## src/rtl/core/lzss_window_decompressor_macros.svh

```systemverilog
// Assertion macros used by the decompressor datapath.
`ifndef LZSS_WINDOW_DECOMPRESSOR_MACROS_SVH
`define LZSS_WINDOW_DECOMPRESSOR_MACROS_SVH

// Same-cycle implication, checked on clk, disabled in reset.
`define LWD_ASSERT_NOW(label, ante, cons) \
    label: assert property (@(posedge clk) disable iff (!rst_n) (ante) |-> (cons)) \
        else $error("lwd check failed");

// Next-cycle implication, checked on clk, disabled in reset.
`define LWD_ASSERT_NEXT(label, ante, cons) \
    label: assert property (@(posedge clk) disable iff (!rst_n) (ante) |=> (cons)) \
        else $error("lwd check failed");

`endif

```

## src/rtl/core/lwd_pkg.sv

```systemverilog
// Shared widths and controller/datapath interface types for the LZSS decoder.
`timescale 1ns / 1ps
package lwd_pkg;

    localparam int WINDOW_SIZE = 4096;
    localparam int WIN_ADDR_W  = $clog2(WINDOW_SIZE);
    localparam int LEN_W       = 5;

    typedef struct packed {
        logic clr_wr;
        logic lit_wr;
        logic tok_lo_ld;
        logic copy_start;
        logic copy_step;
        logic end_ld;
    } lwd_cmd_t;

    typedef struct packed {
        logic clr_done;
        logic out_free;
        logic copy_last;
        logic src_zero;
    } lwd_sts_t;

endpackage

```

## src/rtl/core/lwd_ctrl.sv

```systemverilog
// Controller: window clear sequencing, flag tracking, item parsing and copy control.
`timescale 1ns / 1ps
module lwd_ctrl (
    input  logic              clk,
    input  logic              rst_n,
    input  logic              in_valid,
    output logic              in_ready,
    input  logic [7:0]        in_byte,
    input  lwd_pkg::lwd_sts_t sts,
    output lwd_pkg::lwd_cmd_t cmd
);

    localparam logic [1:0] ST_CLEAR = 2'd0;
    localparam logic [1:0] ST_IDLE  = 2'd1;
    localparam logic [1:0] ST_COPY  = 2'd2;
    localparam logic [1:0] ST_DONE  = 2'd3;

    localparam logic [1:0] PH_FLAG = 2'd0;
    localparam logic [1:0] PH_ITEM = 2'd1;
    localparam logic [1:0] PH_HIGH = 2'd2;

    logic [1:0] state_reg, state_next;
    logic [1:0] phase_reg, phase_next;
    logic [7:0] flag_bits_reg, flag_bits_next;
    logic [7:0] flag_sel_reg, flag_sel_next;
    logic       accept;

    assign in_ready = ((state_reg == ST_IDLE) && sts.out_free) || (state_reg == ST_DONE);
    assign accept   = in_valid && in_ready;

    always_comb
    begin
        state_next     = state_reg;
        phase_next     = phase_reg;
        flag_bits_next = flag_bits_reg;
        flag_sel_next  = flag_sel_reg;
        cmd            = '0;
        unique case (state_reg)
            ST_CLEAR:
            begin
                cmd.clr_wr = 1'b1;
                if (sts.clr_done)
                begin
                    state_next = ST_IDLE;
                end
            end
            ST_IDLE:
            begin
                if (accept)
                begin
                    unique case (phase_reg)
                        PH_ITEM:
                        begin
                            if ((flag_sel_reg & flag_bits_reg) == 8'd0)
                            begin
                                cmd.lit_wr = 1'b1;
                                if (flag_sel_reg[7])
                                begin
                                    flag_sel_next = 8'd1;
                                    phase_next    = PH_FLAG;
                                end
                                else
                                begin
                                    flag_sel_next = {flag_sel_reg[6:0], 1'b0};
                                end
                            end
                            else
                            begin
                                cmd.tok_lo_ld = 1'b1;
                                phase_next    = PH_HIGH;
                            end
                        end
                        PH_HIGH:
                        begin
                            if (sts.src_zero)
                            begin
                                cmd.end_ld = 1'b1;
                                state_next = ST_DONE;
                            end
                            else
                            begin
                                cmd.copy_start = 1'b1;
                                state_next     = ST_COPY;
                            end
                        end
                        default:
                        begin
                            flag_bits_next = in_byte;
                            flag_sel_next  = 8'd1;
                            phase_next     = PH_ITEM;
                        end
                    endcase
                end
            end
            ST_COPY:
            begin
                if (sts.out_free)
                begin
                    cmd.copy_step = 1'b1;
                    if (sts.copy_last)
                    begin
                        state_next = ST_IDLE;
                        if (flag_sel_reg[7])
                        begin
                            flag_sel_next = 8'd1;
                            phase_next    = PH_FLAG;
                        end
                        else
                        begin
                            flag_sel_next = {flag_sel_reg[6:0], 1'b0};
                            phase_next    = PH_ITEM;
                        end
                    end
                end
            end
            default:
            begin
                // finished: beats are taken and dropped until reset
            end
        endcase
    end

    always_ff @(posedge clk or negedge rst_n)
    begin
        if (!rst_n)
        begin
            state_reg     <= ST_CLEAR;
            phase_reg     <= PH_FLAG;
            flag_bits_reg <= 8'd0;
            flag_sel_reg  <= 8'd1;
        end
        else
        begin
            state_reg     <= state_next;
            phase_reg     <= phase_next;
            flag_bits_reg <= flag_bits_next;
            flag_sel_reg  <= flag_sel_next;
        end
    end

endmodule

```

## config.mk

```make
export PLATFORM = sky130hd
export DESIGN_NAME = lwd_ctrl
export DESIGN_NICKNAME = d
export VERILOG_FILES = /design/src/rtl/core/lzss_window_decompressor_macros.svh /design/src/rtl/core/lwd_pkg.sv /design/src/rtl/core/lwd_ctrl.sv
export SDC_FILE = /design/constraint.sdc
export NUM_CORES = 1
export LEC_CHECK = 0
export BUFFER_PORTS_ARGS = -buffer_cell sky130_fd_sc_hd__buf_2
export CAP_MARGIN = 20
export CELL_PAD_IN_SITES_DETAIL_PLACEMENT = 0
export CELL_PAD_IN_SITES_GLOBAL_PLACEMENT = 1
export CORE_MARGIN = 3
export CORE_UTILIZATION = 40
export CTS_BUF_LIST = sky130_fd_sc_hd__clkbuf_16
export CTS_CLUSTER_SIZE = 24
export DETAILED_ROUTE_END_ITERATION = 8
export HOLD_SLACK_MARGIN = 0.1
export PLACE_DENSITY = 0.83
export SETUP_SLACK_MARGIN = 0.3
export SLEW_MARGIN = 20
export SYNTH_ARGS = -nofsm -noshare
export SYNTH_HDL_FRONTEND = slang
export SYNTH_SLANG_ARGS = --single-unit
```

## constraint.sdc

```tcl
create_clock -name clk -period 1.68 [get_ports clk]
set_input_delay 0.084 -clock clk [delete_from_list [all_inputs] [get_ports clk]]
set_output_delay 0.084 -clock clk [all_outputs]
set_load 0.05 [all_outputs]
```

-- Word-level counts from Yosys, hierarchy flattened
Cells that the tools add are included.
- RAM bits: 0
- bits in registers: 20
- memories kept: 0
- latch bits: 0
- word-level logic and storage cells: 67
- ROM bits: 0
- input port bits: 15
- order comparisons: 0
- div/mod/pow operators: 0
- eq/ne operators: 13
- $mul: 0
- bitwise operators: 2
- shifts and indexed selects: 0
- muxes and demuxes: 36
- reduce and logical (&&, ||, !) cells: 12
- add/sub/neg operators: 0
- operators with widths (operator ; number):
    $mux 8 ; 5
    $pmux 8 s2 ; 2
    $mux 2 ; 11
    $reduce_and 6->1 ; 3
    $mux 1 ; 13
    $ne 2x2->1 const B ; 5
    $and 8x8->8 ; 1
    $logic_not 8->1 ; 1
    $pmux 2 s2 ; 2
    $eq 2x2->1 const B ; 3
    $mux 3 ; 2
    $pmux 2 s3 ; 1
    $eq 2x1->1 const B ; 2
    $ne 4x4->1 const B ; 1
    $ne 3x3->1 const B ; 1
    $reduce_and 3->1 ; 1
    $reduce_bool 3->1 ; 1
    $logic_and 1x1->1 ; 2
    $logic_not 2->1 ; 1
    $ne 2x1->1 const B ; 1
    $reduce_bool 2->1 ; 1
    $reduce_or 2->1 ; 1
    $logic_or 1x1->1 ; 1
    $not 1->1 ; 1

-- Longest topological paths before layout
Gate-level depths: netlist of run 1.
- depth in word-level cells: 6
- mapped depth: 7

-- Worst setup path before layout of run 1
No wires, ideal clock.
- path kind: register to output
- from: reg state_reg[1]
- to: out cmd[3] (netlist bit)
- slack: -0.541 ns
- arrival: 2.137 ns
- path buffers: 1
- stages on the path, launching flop included: 6
- path through: dfrtp_1 buf_4 nor2_1 nor2_1 nand4b_1 nor2b_1
- RTL lines (element ; RTL line ; source):
    start: declaration ; lwd_ctrl.sv:22 ; logic [1:0] state_reg, state_next;
    start signal: assignment ; lwd_ctrl.sv:134 ; state_reg <= state_next;
    end: declaration ; lwd_ctrl.sv:10 ; output lwd_pkg::lwd_cmd_t cmd

-- Worst setup path after layout of run 1
- from: reg phase_reg[1]
- to: reg flag_sel_reg[7]
- longest elaborated chain between the ends: 4
- RTL lines (element ; RTL line ; source):
    start: declaration ; lwd_ctrl.sv:23 ; logic [1:0] phase_reg, phase_next;
    start signal: assignment ; lwd_ctrl.sv:135 ; phase_reg <= phase_next;
    $eq 2x2->1 or $eq 2x1->1 (tied branches) ; lwd_ctrl.sv:51 ; unique case (phase_reg)
    $pmux 8 s2 ; lwd_ctrl.sv:51 ;
    $mux 8 ; lwd_ctrl.sv:49 ; if (accept)
    $pmux 8 s2 ; lwd_ctrl.sv:38 ; unique case (state_reg)
    end signal: assignment ; lwd_ctrl.sv:137 ; flag_sel_reg <= flag_sel_next;
    end: declaration ; lwd_ctrl.sv:25 ; logic [7:0] flag_sel_reg, flag_sel_next;
Parallel ways exist; a longest one is shown, timed or not. The select of a mux whose other input is x is not followed.
A chain may end at the register's enable or synchronous reset.

==> qor.json, run 1 <==
{
  "rows": 18,
  "clock_tree_from_tritoncts": "built",
  "finish.net_count": 158,
  "slew_viol_final": 0,
  "finalWorstPathRequiredPeriod_ps": 1594,
  "first_pass_grt_wire_length_um": 4140,
  "wl_um": 2525,
  "fillcell_total": 200,
  "final.hold.worst_slack_ps": 164.6,
  "fin_crit_sh_pct": 94.87,
  "clkLatencyLatePin_ps": 250,
  "final_critical_path_setup_slack_ps": 86.13,
  "post-route-drc-count": 0,
  "run_status": "finished, final reports clean",
  "post-place-ws_ps": 73.30,
  "critPathMostFrequentCell": "a21boi_2",
  "largest_net_degree_at_the_start_of_global_routing": 21,
  "chip_width_um": 58.56,
  "drt-vias-per-instance": 4.994,
  "max-vdd-ir-drop_v": 0.001202,
  "path_cells": "ha_4 > nand4bb_4 > a21boi_2 > a21boi_2 > buf_12 > mux2i_1",
  "grt_setup_unrepaired": "true",
  "netlist-cell-type-count": 29,
  "start_kind": "flip-flop",
  "hold_viol": 0,
  "die_area_mm2": 0.003429,
  "drt_pre_antenna_iters": 4,
  "drt-wirelength-per-cell_um": 14.85,
  "grt_pass1_vias": 909,
  "globalRouteTotalUtil_pct": 16.14,
  "critical-path-max-stage-delay_ps": 430,
  "path_delay_family": "flip-flops",
  "timing.max_cap.violations": 0,
  "holdCritPathClass": "in -> reg",
  "power_leakage_uw": 0.0007662,
  "post_synth_instance_area_mm2": 0.001105,
  "clk_path_buf_depth": 2,
  "dr_total_vias": 849,
  "power_density_mw_per_mm2": 1715,
  "timing.setup.critical_path_class": "reg -> reg",
  "seq_area_frac_synth_pct": 45.41,
  "synth_fp_nets": 113,
  "antenna_violating_nets_post_route": 0,
  "cts.reportedPaths.clkPinSlew_ps": 60,
  "grt_antenna_before_repair": 0,
  "tritoncts.num_buffers": 3,
  "slew_at_the_pin_closest_to_its_max_slew_limit_ps": 459.0,
  "cts_max_level": 1,
  "initial_drc_count": 21,
  "postSynthAreaPerCell_um2": 11.51,
  "ffs_latches_synth": 20,
  "drive_above_1_share_pct": 50.00,
  "die_height_um": 58.56,
  "syn2layout_area_growth_pct": 49.26,
  "critical_path.n_buffers_inverters": 1,
  "post_dp_hpwl_um": 1583,
  "root_buffer": "clkbuf_16",
  "start_util_pct": 43.41,
  "data_required_time_of_the_worst_path_ps": 1850,
  "clock_sinks": 20,
  "diodes": 0,
  "worstSetupEndpointType": "flip-flop",
  "totalNegativeSetupSlack_ps": 0,
  "clock_skew_ps": 1.293,
  "ioPinCount": 22,
  "count_of_buffers_from_port_buffering": 21,
  "worst_path_max_delay_cell": "dfrtp_1",
  "globalplace.congestion": 0.7643,
  "synthesis.yosys.warnings": 0,
  "syn_inst": 96,
  "fmax_mhz": 627.4,
  "slew-limit-headroom_pct": 69.40,
  "setup_violations": 0,
  "crit_path_max_fanout": 8,
  "core_area_mm2": 0.002545,
  "worstPathArrival_ps": 1760,
  "postLayoutCoreUtil_pct": 64.80,
  "globalRouteOverflowTotal": 0
}
-- report_power, final --
part           total (µW)  leakage, µW  switching [µW]  internal (µW)
Combinational        1370     0.000486             653            716
Clock                 498    0.0000385             181            317
Sequential            962     0.000242             243            719
-- metrics by stage --
step           cells  area (µm²)  power, µW
6_report         170        1649       2828
4_1_cts          169        1610       2768
3_5_place_dp     148        1306       2012
5_1_grt          170        1649       3000
2_1_floorplan     96        1151       1783
3_3_place_gp     148        1306       1978
-- logic make-up after synthesis --
logic type,count (synthesis),synth area share (%)
simple gates,29,16.08
flops,20,45.41
mux,17,16.42
compound gates,14,14.04
buf+inv,14,5.776
fa+ha+maj,2,2.265
-- path summary, 6_finish.rpt --
path | startpoint | endpoint | slack, ps | cells after the start
setup / recovery | phase_reg[1]$_DFFE_PN0P_ | flag_sel_reg[7]$_DFFE_PN0P_ | 90 | 6
hold / removal | sts[0] | state_reg[0]$_DFFE_PN0P_ | 160 | 3
setup reg to reg | phase_reg[1]$_DFFE_PN0P_ | flag_sel_reg[7]$_DFFE_PN0P_ | 90 | 6
hold reg to reg | flag_sel_reg[0]$_DFFE_PN1P_ | flag_sel_reg[0]$_DFFE_PN1P_ | 510 | 2
max in group asynchronous | rst_n | state_reg[1]$_DFFE_PN0P_ | 1020 | 2
min in group asynchronous | rst_n | flag_sel_reg[4]$_DFFE_PN0P_ | 320 | 2
-- cell usage after synthesis --
cell type	n	area (µm²)
a22oi_4	3	63.81
ha_1	2	25.02
o31ai_2	1	12.51
nand4_1	1	6.260
o21a_1	1	7.510
a32o_1	1	10.01
dfrtp_1	19	475.5
mux2i_1	8	80.08
nand4_2	1	12.51
buf_6	1	11.26
and2b_1	1	7.510
a31oi_1	1	6.260
buf_4	1	7.510
nand4bb_1	1	11.26
dfstp_2	1	26.28
a21oi_1	3	15.01
a21boi_2	2	22.52
inv_1	12	45.04
nor2b_4	1	13.76
and2_1	2	12.51
nand3b_1	1	7.510
mux2_2	9	101.4
a22oi_2	1	12.51
o21ai_0	1	5.000
nand4_4	1	21.27
nor2_1	7	26.28
nor2b_1	2	12.51
nand4b_1	1	8.760
nand2_1	10	37.54
-- worst min-delay path: cells and delay by family --
family,cells,cell delay (ps)
compound gates,1,60
buf+inv,1,120
simple gates,1,120
-- cells in the final DEF (no fill, tap or decap), drive strengths merged, types with 2 or more instances in the layout --
master / n
inv: 12
a22oi: 4
mux2: 9
nand4: 3
dfrtp: 19
nor2b: 3
ha: 2
nor2: 7
clkbuf: 3
nand2: 10
a21boi: 2
and2: 2
mux2i: 8
a21oi: 3
dlygate4sd3: 9
buf: 33
-- timing repair --
action                                  in CTS  in global routing
endpoints found under the setup margin      24                 23
pin swaps                                    7                  2
endpoints found under the hold margin       27                  0
setup buffers                                8                  1
hold buffers                                 9                  0
resized for setup                           20                  4
-- per-layer routing --
layer  routed length (µm)  part of all wire (%)  track usage (%)  vias up
li1                     -                     -                -      416
met3                  107                   4.2            5.044        2
met4                   21                  0.83            3.311        0
met2                 1267                    50            26.16       24
met1                 1128                    45            21.22      407
met5                    0                     0                0        -
-- final cells by class --
cell class | count | area [µm²] | area share [%]
well taps | 30 | 37.54 | 2.276
multi-input cells | 62 | 645.6 | 39.15
repair buffers | 42 | 336.6 | 20.41
inverters | 12 | 45.04 | 2.731
flip-flops and latches | 20 | 505.5 | 30.65
clock buffers | 3 | 75.07 | 4.552
clock inverters | 1 | 3.754 | 0.2276
Power figures use the tool's default switching activity.
==> run 2: changes to the inputs <==
- CAP_MARGIN: 20 -> default
- GPL_TIMING_DRIVEN: default -> 0
- TNS_END_PERCENT: default -> 1
==> run 2 against run 1 <==
Compared with the run above:
- sequential share of layout area up 2.5 points
- maximum frequency fell by 1.0%
- combinational power is 19% lower
- final cell count decreased by 5.3%
- worst setup slack got worse by 16 ps
- clock power fell by 3%
- non-clock buffer count fell by 9
- utilization shrank 5.3 points
- wire length fell by 10%
- count of clock-buffer cells in the layout stayed put
- hold slack got worse by 38 ps
- largest cell class unchanged
- highest routed layer unchanged
==> qor.json, run 2 (synthesis gave the netlist of run 1 again) <==
{
  "slew_viol_final": {"value": 0, "change": "unchanged"},
  "core_area": {"value": 0.002545, "unit": "mm²", "change": "unchanged"},
  "dr_total_vias": {"value": 799, "change": "was 849"},
  "slew_at_the_pin_closest_to_its_max_slew_limit": {"value": 435.0, "unit": "ps", "change": "was 459.0 ps"},
  "wl": {"value": 2262, "unit": "µm", "change": "was 2525 µm"},
  "holdCritPathClass": {"value": "in -> reg", "change": "unchanged"},
  "chip_width": {"value": 58.56, "unit": "µm", "change": "unchanged"},
  "clkLatencyLatePin": {"value": 250, "unit": "ps", "change": "about the same"},
  "fmax": {"value": 621.0, "unit": "MHz", "change": "was 627.4 MHz"},
  "count_of_buffers_from_port_buffering": {"value": 21, "change": "unchanged"},
  "drt-wirelength-per-cell": {"value": 14.05, "unit": "µm", "change": "was 14.85 µm"},
  "largest_net_degree_at_the_start_of_global_routing": {"value": 21, "change": "unchanged"},
  "initial_drc_count": {"value": 11, "change": "was 21"},
  "setup_violations": {"value": 0, "change": "unchanged"},
  "ioPinCount": {"value": 22, "change": "unchanged"},
  "die_area": {"value": 0.003429, "unit": "mm²", "change": "unchanged"},
  "drt-vias-per-instance": {"value": 4.963, "change": "was 4.994"},
  "die_height": {"value": 58.56, "unit": "µm", "change": "unchanged"},
  "totalNegativeSetupSlack": {"value": 0, "unit": "ps", "change": "unchanged"},
  "grt_antenna_before_repair": {"value": 0, "change": "unchanged"},
  "power_density": {"value": 1681, "unit": "mW/mm²", "change": "was 1715 mW/mm²"},
  "rows": {"value": 18, "change": "unchanged"},
  "clock_skew": {"value": 2.444, "unit": "ps", "change": "was 1.293 ps"},
  "clock_sinks": {"value": 20, "change": "unchanged"},
  "drive_above_1_share": {"value": 43.51, "unit": "%", "change": "was 50.00%"},
  "root_buffer": {"value": "clkbuf_16", "change": "unchanged"},
  "timing.max_cap.violations": {"value": 0, "change": "unchanged"},
  "grt_pass1_vias": {"value": 829, "change": "was 909"},
  "antenna_violating_nets_post_route": {"value": 0, "change": "unchanged"},
  "cts.reportedPaths.clkPinSlew": {"value": 50, "unit": "ps", "change": "was 60 ps"},
  "timing.setup.critical_path_class": {"value": "reg -> reg", "change": "unchanged"},
  "globalRouteOverflowTotal": {"value": 0, "change": "unchanged"},
  "mostFrequentLayoutCells": {"value": "dfrtp_1, buf_2, inv_1", "change": "unchanged"},
  "diodes": {"value": 0, "change": "unchanged"},
  "fillcell_total": {"value": 214, "change": "was 200"},
  "crit_path_max_fanout": {"value": 5, "change": "was 8"},
  "slew-limit-headroom": {"value": 71.00, "unit": "%", "change": "was 69.40%"},
  "start_util": {"value": 43.41, "unit": "%", "change": "unchanged"},
  "data_required_time_of_the_worst_path": {"value": 1820, "unit": "ps", "change": "was 1850 ps"},
  "tritoncts.num_buffers": {"value": 3, "change": "unchanged"},
  "grt_setup_unrepaired": {"value": "true", "change": "unchanged"},
  "mostFrequentLayoutCell": "dfrtp_1",
  "drt_pre_antenna_iters": {"value": 4, "change": "unchanged"},
  "globalplace.congestion": {"value": 0.7740, "change": "was 0.7643"},
  "start_kind": {"value": "flip-flop", "change": "unchanged"},
  "finalWorstPathRequiredPeriod": {"value": 1610, "unit": "ps", "change": "was 1594 ps"},
  "power_leakage": {"value": 0.0007190, "unit": "µW", "change": "was 0.0007662 µW"},
  "first_pass_grt_wire_length": {"value": 3919, "unit": "µm", "change": "was 4140 µm"},
  "worstPathArrival": {"value": 1750, "unit": "ps", "change": "was 1760 ps"},
  "postLayoutCellArea": {"value": 0.001515, "unit": "mm²", "change": "was 0.001649 mm²"},
  "max-vdd-ir-drop": {"value": 0.001097, "unit": "V", "change": "was 0.001202 V"},
  "cts_max_level": {"value": 1, "change": "unchanged"},
  "post_dp_hpwl": {"value": 1659, "unit": "µm", "change": "was 1583 µm"},
  "clock_tree_from_tritoncts": {"value": "built", "change": "unchanged"},
  "worstSetupEndpointType": {"value": "flip-flop", "change": "unchanged"},
  "clk_path_buf_depth": {"value": 2, "change": "unchanged"},
  "placed_area": {"value": 0.001275, "unit": "mm²", "change": "was 0.001306 mm²"},
  "finish.net_count": {"value": 149, "change": "was 158"},
  "globalRouteTotalUtil": {"value": 15.19, "unit": "%", "change": "was 16.14%"},
  "post-route-drc-count": {"value": 0, "change": "unchanged"},
  "fin_crit_sh": {"value": 95.85, "unit": "%", "change": "was 94.87%"},
  "run_status": {"value": "finished, final reports clean", "change": "unchanged"},
  "hold_viol": {"value": 0, "change": "unchanged"},
  "syn2layout_area_growth": {"value": 37.15, "unit": "%", "change": "was 49.26%"}
}
==> run 2: metrics by stage <==
step | power, µW | std cells | worst slack [ps] | util, % | hold WS, ps
final | 2547 | 161 | 69.64 | 59.54 | 126.6
after global routing | 2725 | 161 | -36.41 | 59.54 | 134.9
after CTS | 2506 | 161 | 11.66 | 57.33 | 120.4
after detailed placement | 1983 | 147 | -49.24 | 50.10 | 53.46
after global placement | 1931 | 147 | 20.14 | 50.10 | 53.49
after floorplan | 1758 | 96 | 160.5 | - | -211.6
==> run 2: where the power goes <==
group | switching [µW] | leakage, µW | internal (µW)
sequential | 246 | 0.000244 | 715
clock | 165 | 0.0000423 | 316
combinational | 562 | 0.000432 | 543
==> run 2: final cells by class <==
type / count / area, µm² / share of cell area (%)
clock buffer: 3 / 75.07 / 4.955
inverter: 12 / 45.04 / 2.973
sequential: 20 / 503.0 / 33.20
multi-input combinational: 62 / 598.1 / 39.47
timing repair buffer: 31 / 234.0 / 15.44
buffer: 2 / 18.77 / 1.239
clock inverter: 1 / 3.754 / 0.2477
tap: 30 / 37.54 / 2.477
==> run 2: worst max-delay path, cell delays in order (launching register included) <==
cell	delay (ps)
dfrtp_1	470
a22oi_4	210
nand4_4	190
o31ai_4	270
mux2_2	350
==> run 2: path summary, 6_finish.rpt <==
| kind | endpoint | cells after the start | startpoint | slack [ps] |
|---|---|---|---|---|
| min in group asynchronous | flag_sel_reg[6]$_DFFE_PN0P_ | 2 | rst_n | 310 |
| max in group asynchronous | flag_sel_reg[0]$_DFFE_PN1P_ | 2 | rst_n | 1040 |
| setup / recovery | phase_reg[0]$_DFFE_PN0P_ | 4 | flag_sel_reg[7]$_DFFE_PN0P_ | 70 |
| hold reg to reg | flag_sel_reg[0]$_DFFE_PN1P_ | 2 | flag_sel_reg[0]$_DFFE_PN1P_ | 500 |
| setup reg to reg | phase_reg[0]$_DFFE_PN0P_ | 4 | flag_sel_reg[7]$_DFFE_PN0P_ | 70 |
| hold / removal | state_reg[0]$_DFFE_PN0P_ | 3 | sts[0] | 130 |
==> run 2: repair_timing <==
action / 4_1_cts / 5_1_grt
resized for setup: 3 / 16
endpoints found under the setup margin: 23 / 23
setup buffers: 1 / 0
endpoints found under the hold margin: 27 / 0
pin swaps: 2 / 7
hold buffers: 9 / 0
==> run 2: per-layer routing <==
layer | up-vias | track usage [%] | wire length [µm]
met2 | 14 | 23.76 | 1099
li1 | 397 | - | -
met1 | 383 | 20.44 | 1054
met3 | 5 | 4.605 | 86
met5 | - | 0 | 0
met4 | 0 | 3.974 | 21
==> run 3: changes to the inputs <==
==> constraint.sdc (replaced) <==
create_clock -name clk -period 1.68 [get_ports clk]
set_input_delay 0.336 -clock clk [delete_from_list [all_inputs] [get_ports clk]]
set_output_delay 0.336 -clock clk [all_outputs]
set_load 0.05 [all_outputs]
==> run 3 against run 2 <==
Compared with the run above:
- the run now ends with setup timing left
- wire length fell by 3.4%
- clock power rose by 36%
- sequential share of layout area barely moved
- clock skew rose by 6.7 ps
- via count fell by 1.3%
- largest cell class unchanged
==> qor.json, run 3 (synthesis gave the netlist of run 1 again) <==
{
  "drt-wirelength-per-cell": {"value": 14.01, "unit": "µm", "change": "was 14.05 µm"},
  "rr_endpoint": {"value": "flag_sel_reg[7]$_DFFE_PN0P_", "change": "was phase_reg[0]$_DFFE_PN0P_"},
  "globalplace.congestion": {"value": 0.7474, "change": "was 0.7740"},
  "cts.reportedPaths.clkPinSlew": {"value": 60, "unit": "ps", "change": "was 50 ps"},
  "failed_checks": "setup timing",
  "slew-limit-headroom": {"value": 70.53, "unit": "%", "change": "was 71.00%"},
  "globalRouteOverflowTotal": {"value": 0, "change": "unchanged"},
  "start_kind": {"value": "flip-flop", "change": "unchanged"},
  "worstPathArrival": {"value": 1470, "unit": "ps", "change": "was 1750 ps"},
  "max-vdd-ir-drop": {"value": 0.001272, "unit": "V", "change": "was 0.001097 V"},
  "post_dp_hpwl": {"value": 1530, "unit": "µm", "change": "was 1659 µm"},
  "largest_net_degree_at_the_start_of_global_routing": {"value": 21, "change": "unchanged"},
  "fmax": {"value": 555.0, "unit": "MHz", "change": "was 621.0 MHz"},
  "met3_length": {"value": 100, "unit": "µm", "change": "was 86 µm"},
  "dpl.cell_count": {"value": 147, "change": "unchanged"},
  "diodes": {"value": 0, "change": "unchanged"},
  "worstSetupEndpointType": {"value": "output pin", "change": "was flip-flop"},
  "setup.reg_to_reg.worst_slack": {"value": -70, "unit": "ps", "change": "was 70 ps"},
  "grt_pass1_vias": {"value": 802, "change": "was 829"},
  "crit_path_max_fanout": {"value": 3, "change": "was 5"},
  "critical-path-max-stage-delay": {"value": 420, "unit": "ps", "change": "was 470 ps"},
  "drt-vias-per-instance": {"value": 5.058, "change": "was 4.963"},
  "mostFrequentLayoutCell": {"value": "dfrtp_1", "change": "unchanged"},
  "globalRouteTotalUtil": {"value": 14.88, "unit": "%", "change": "was 15.19%"},
  "first_pass_grt_wire_length": {"value": 3795, "unit": "µm", "change": "was 3919 µm"},
  "cell_internal_pwr": {"value": 1768, "unit": "µW", "change": "was 1574 µW"},
  "total_power": {"value": 2757, "unit": "µW", "change": "was 2547 µW"},
  "die_height": {"value": 58.56, "unit": "µm", "change": "unchanged"},
  "timing.reg2reg.worst_path_depth": {"value": 7, "change": "was 4"},
  "totalNegativeSetupSlack": {"value": -832.9, "unit": "ps", "change": "was 0 ps"},
  "root_buffer": {"value": "clkbuf_16", "change": "unchanged"},
  "rows": {"value": 18, "change": "unchanged"},
  "drive_above_1_share": {"value": 50.00, "unit": "%", "change": "was 43.51%"},
  "hold_viol": {"value": 0, "change": "unchanged"},
  "fin_cells": {"value": 156, "change": "was 161"},
  "antenna_violating_nets_post_route": {"value": 0, "change": "unchanged"},
  "clock_skew": {"value": 9.124, "unit": "ps", "change": "was 2.444 ps"},
  "cts_max_level": {"value": 1, "change": "unchanged"},
  "clk_path_buf_depth": {"value": 2, "change": "unchanged"},
  "final_critical_path_setup_slack": {"value": -121.9, "unit": "ps", "change": "was 69.64 ps"},
  "cp-startpoint": {"value": "phase_reg[0]$_DFFE_PN0P_", "change": "was flag_sel_reg[7]$_DFFE_PN0P_"},
  "timing.max_cap.violations": {"value": 0, "change": "unchanged"},
  "run_status": {"value": "complete, but fails checks", "change": "was finished, final reports clean"},
  "power_frac_comb": {"value": 41.5, "unit": "%", "change": "was 43.4%"},
  "power_density": {"value": 1823, "unit": "mW/mm²", "change": "was 1681 mW/mm²"},
  "clock_tree_from_tritoncts": {"value": "built", "change": "unchanged"},
  "post-route-drc-count": {"value": 0, "change": "unchanged"},
  "dr_total_vias": {"value": 789, "change": "was 799"},
  "clkLatencyLatePin": {"value": 260, "unit": "ps", "change": "was 250 ps"},
  "die_area": {"value": 0.003429, "unit": "mm²", "change": "unchanged"},
  "worst_path_max_delay_cell": {"value": "dfrtp_1", "change": "unchanged"},
  "drt_pre_antenna_iters": {"value": 3, "change": "was 4"},
  "data_required_time_of_the_worst_path": {"value": 1340, "unit": "ps", "change": "was 1820 ps"},
  "grt_setup_unrepaired": {"value": "true", "change": "unchanged"},
  "clock_share_of_power": {"value": 23.7, "unit": "%", "change": "was 18.9%"},
  "syn2layout_area_growth": {"value": 36.92, "unit": "%", "change": "was 37.15%"},
  "wl": {"value": 2186, "unit": "µm", "change": "was 2262 µm"},
  "m1WireLength": {"value": 1003, "unit": "µm", "change": "was 1054 µm"},
  "maxUsedRoutingLayer": {"value": "met4", "change": "unchanged"},
  "sequentialPowerShare": {"value": 34.8, "unit": "%", "change": "was 37.7%"},
  "ioPinCount": {"value": 22, "change": "unchanged"},
  "clock_sinks": {"value": 20, "change": "unchanged"},
  "count_of_buffers_from_port_buffering": {"value": 21, "change": "unchanged"},
  "tritoncts.num_buffers": {"value": 3, "change": "unchanged"},
  "met2_wirelength": {"value": 1056, "unit": "µm", "change": "was 1099 µm"},
  "fillcell_total": {"value": 217, "change": "was 214"},
  "postLayoutCoreUtil": {"value": 59.44, "unit": "%", "change": "was 59.54%"},
  "grt_antenna_before_repair": {"value": 0, "change": "unchanged"},
  "mostFrequentLayoutCells": {"value": "dfrtp_1, buf_2, inv_1", "change": "unchanged"},
  "min_from": {"value": "in_byte[5]", "change": "was sts[0]"},
  "finish.net_count": {"value": 144, "change": "was 149"},
  "power_leakage": {"value": 0.0007173, "unit": "µW", "change": "was 0.0007190 µW"},
  "core_area": {"value": 0.002545, "unit": "mm²", "change": "unchanged"},
  "start_util": {"value": 43.41, "unit": "%", "change": "unchanged"},
  "path_cells": {"value": "inv_1 > ha_2 > nand4_1 > nor2_2 > buf_6", "change": "was a22oi_4 > nand4_4 > o31ai_4 > mux2_2"},
  "slew_at_the_pin_closest_to_its_max_slew_limit": {"value": 442.1, "unit": "ps", "change": "was 435.0 ps"},
  "regToRegStartpoint": {"value": "phase_reg[0]$_DFFE_PN0P_", "change": "was flag_sel_reg[7]$_DFFE_PN0P_"},
  "slew_viol_final": {"value": 0, "change": "unchanged"},
  "fin_crit_sh": {"value": 107.3, "unit": "%", "change": "was 95.85%"},
  "holdCritPathClass": {"value": "in -> reg", "change": "unchanged"},
  "power.switching_fraction": {"value": 35.87, "unit": "%", "change": "was 38.19%"},
  "initial_drc_count": {"value": 8, "change": "was 11"},
  "setup_violations": {"value": 12, "change": "was 0"},
  "chip_width": {"value": 58.56, "unit": "µm", "change": "unchanged"},
  "critical_path.endpoint": {"value": "cmd[2]", "change": "was phase_reg[0]$_DFFE_PN0P_"},
  "timing.setup.critical_path_class": {"value": "reg -> out", "change": "was reg -> reg"},
  "p_sw": {"value": 988.9, "unit": "µW", "change": "was 972.8 µW"},
  "post-place-ws": {"value": -52.28, "unit": "ps", "change": "was -49.24 ps"},
  "finalWorstPathRequiredPeriod": {"value": 1802, "unit": "ps", "change": "was 1610 ps"}
}
[run 3: cell count changes in the layout (fill, tap and decap cells not counted), moves of 2 or more]
cell / change
buf_4: +2
dlygate4sd3_1: -8
buf_2: -2
inv_1: -2
buf_8: +3
nor2_4: +2
nor2_1: -2
[run 3: routing by layer]
layer | vias to the layer above | global-route usage (%)
met3 | 5 | 5.482
met5 | - | 0
met2 | 11 | 23.29
met4 | 0 | 4.967
li1 | 386 | -
met1 | 387 | 18.95
[run 3: through the flow]
step	area, µm²	hold WS (ps)
global placement	1286	296.3
CTS	1499	306.5
detailed placement	1286	303.3
floorplan	1144	40.41
global route	1513	309.7
finish	1513	308.1
[run 3: critical path: cells and delay by family, from the launching register on]
family	cells	cell delay, ps
and+or+nand+nor	2	330
adders and majority gates	1	200
DFF	1	420
buffers and inverters	2	260
[run 3: worst min-delay path by stage]
stage / cells past startpoint / slack [ps] / to
2_1_floorplan: 0 / 40 / flag_bits_reg[0]$_DFFE_PN0P_
3_3_place_gp: 1 / 300 / flag_bits_reg[3]$_DFFE_PN0P_
3_5_place_dp: 1 / 300 / flag_sel_reg[2]$_DFFE_PN0P_
4_1_cts: 2 / 310 / flag_bits_reg[5]$_DFFE_PN0P_
5_1_grt: 2 / 310 / flag_bits_reg[2]$_DFFE_PN0P_
6_report: 2 / 310 / flag_bits_reg[5]$_DFFE_PN0P_
[run 3: area by class of cell]
| type | instances | area (µm²) | area share [%] |
|---|---|---|---|
| Multi-Input combinational cell | 62 | 600.6 | 39.70 |
| Sequential cell | 20 | 501.7 | 33.17 |
| Timing Repair Buffer | 26 | 200.2 | 13.23 |
| Clock buffer | 3 | 75.07 | 4.963 |
| Inverter | 12 | 45.04 | 2.978 |
| Tap cell | 30 | 37.54 | 2.481 |
| Clock inverter | 1 | 30.03 | 1.985 |
| Buffer | 2 | 22.52 | 1.489 |
[run 3: repair_timing]
item / in CTS / in global routing
hold buffers: 1 / 0
gates cloned: 0 / 0
setup buffers: 3 / 1
pin swaps: 5 / 4
resized for setup: 22 / 3
endpoints found under the setup margin: 25 / 25
endpoints found under the hold margin: 19 / 0
[run 3: power groups by stage]
| stage | Sequential (µW) | Clock (µW) | Combinational (µW) |
|---|---|---|---|
| finish | 960 | 654 | 1140 |
| global route | 992 | 691 | 1260 |
| CTS | 960 | 667 | 1140 |
| detailed placement | 962 | 0 | 1030 |
| global placement | 938 | 0 | 1010 |
| floorplan | 907 | 0 | 872 |
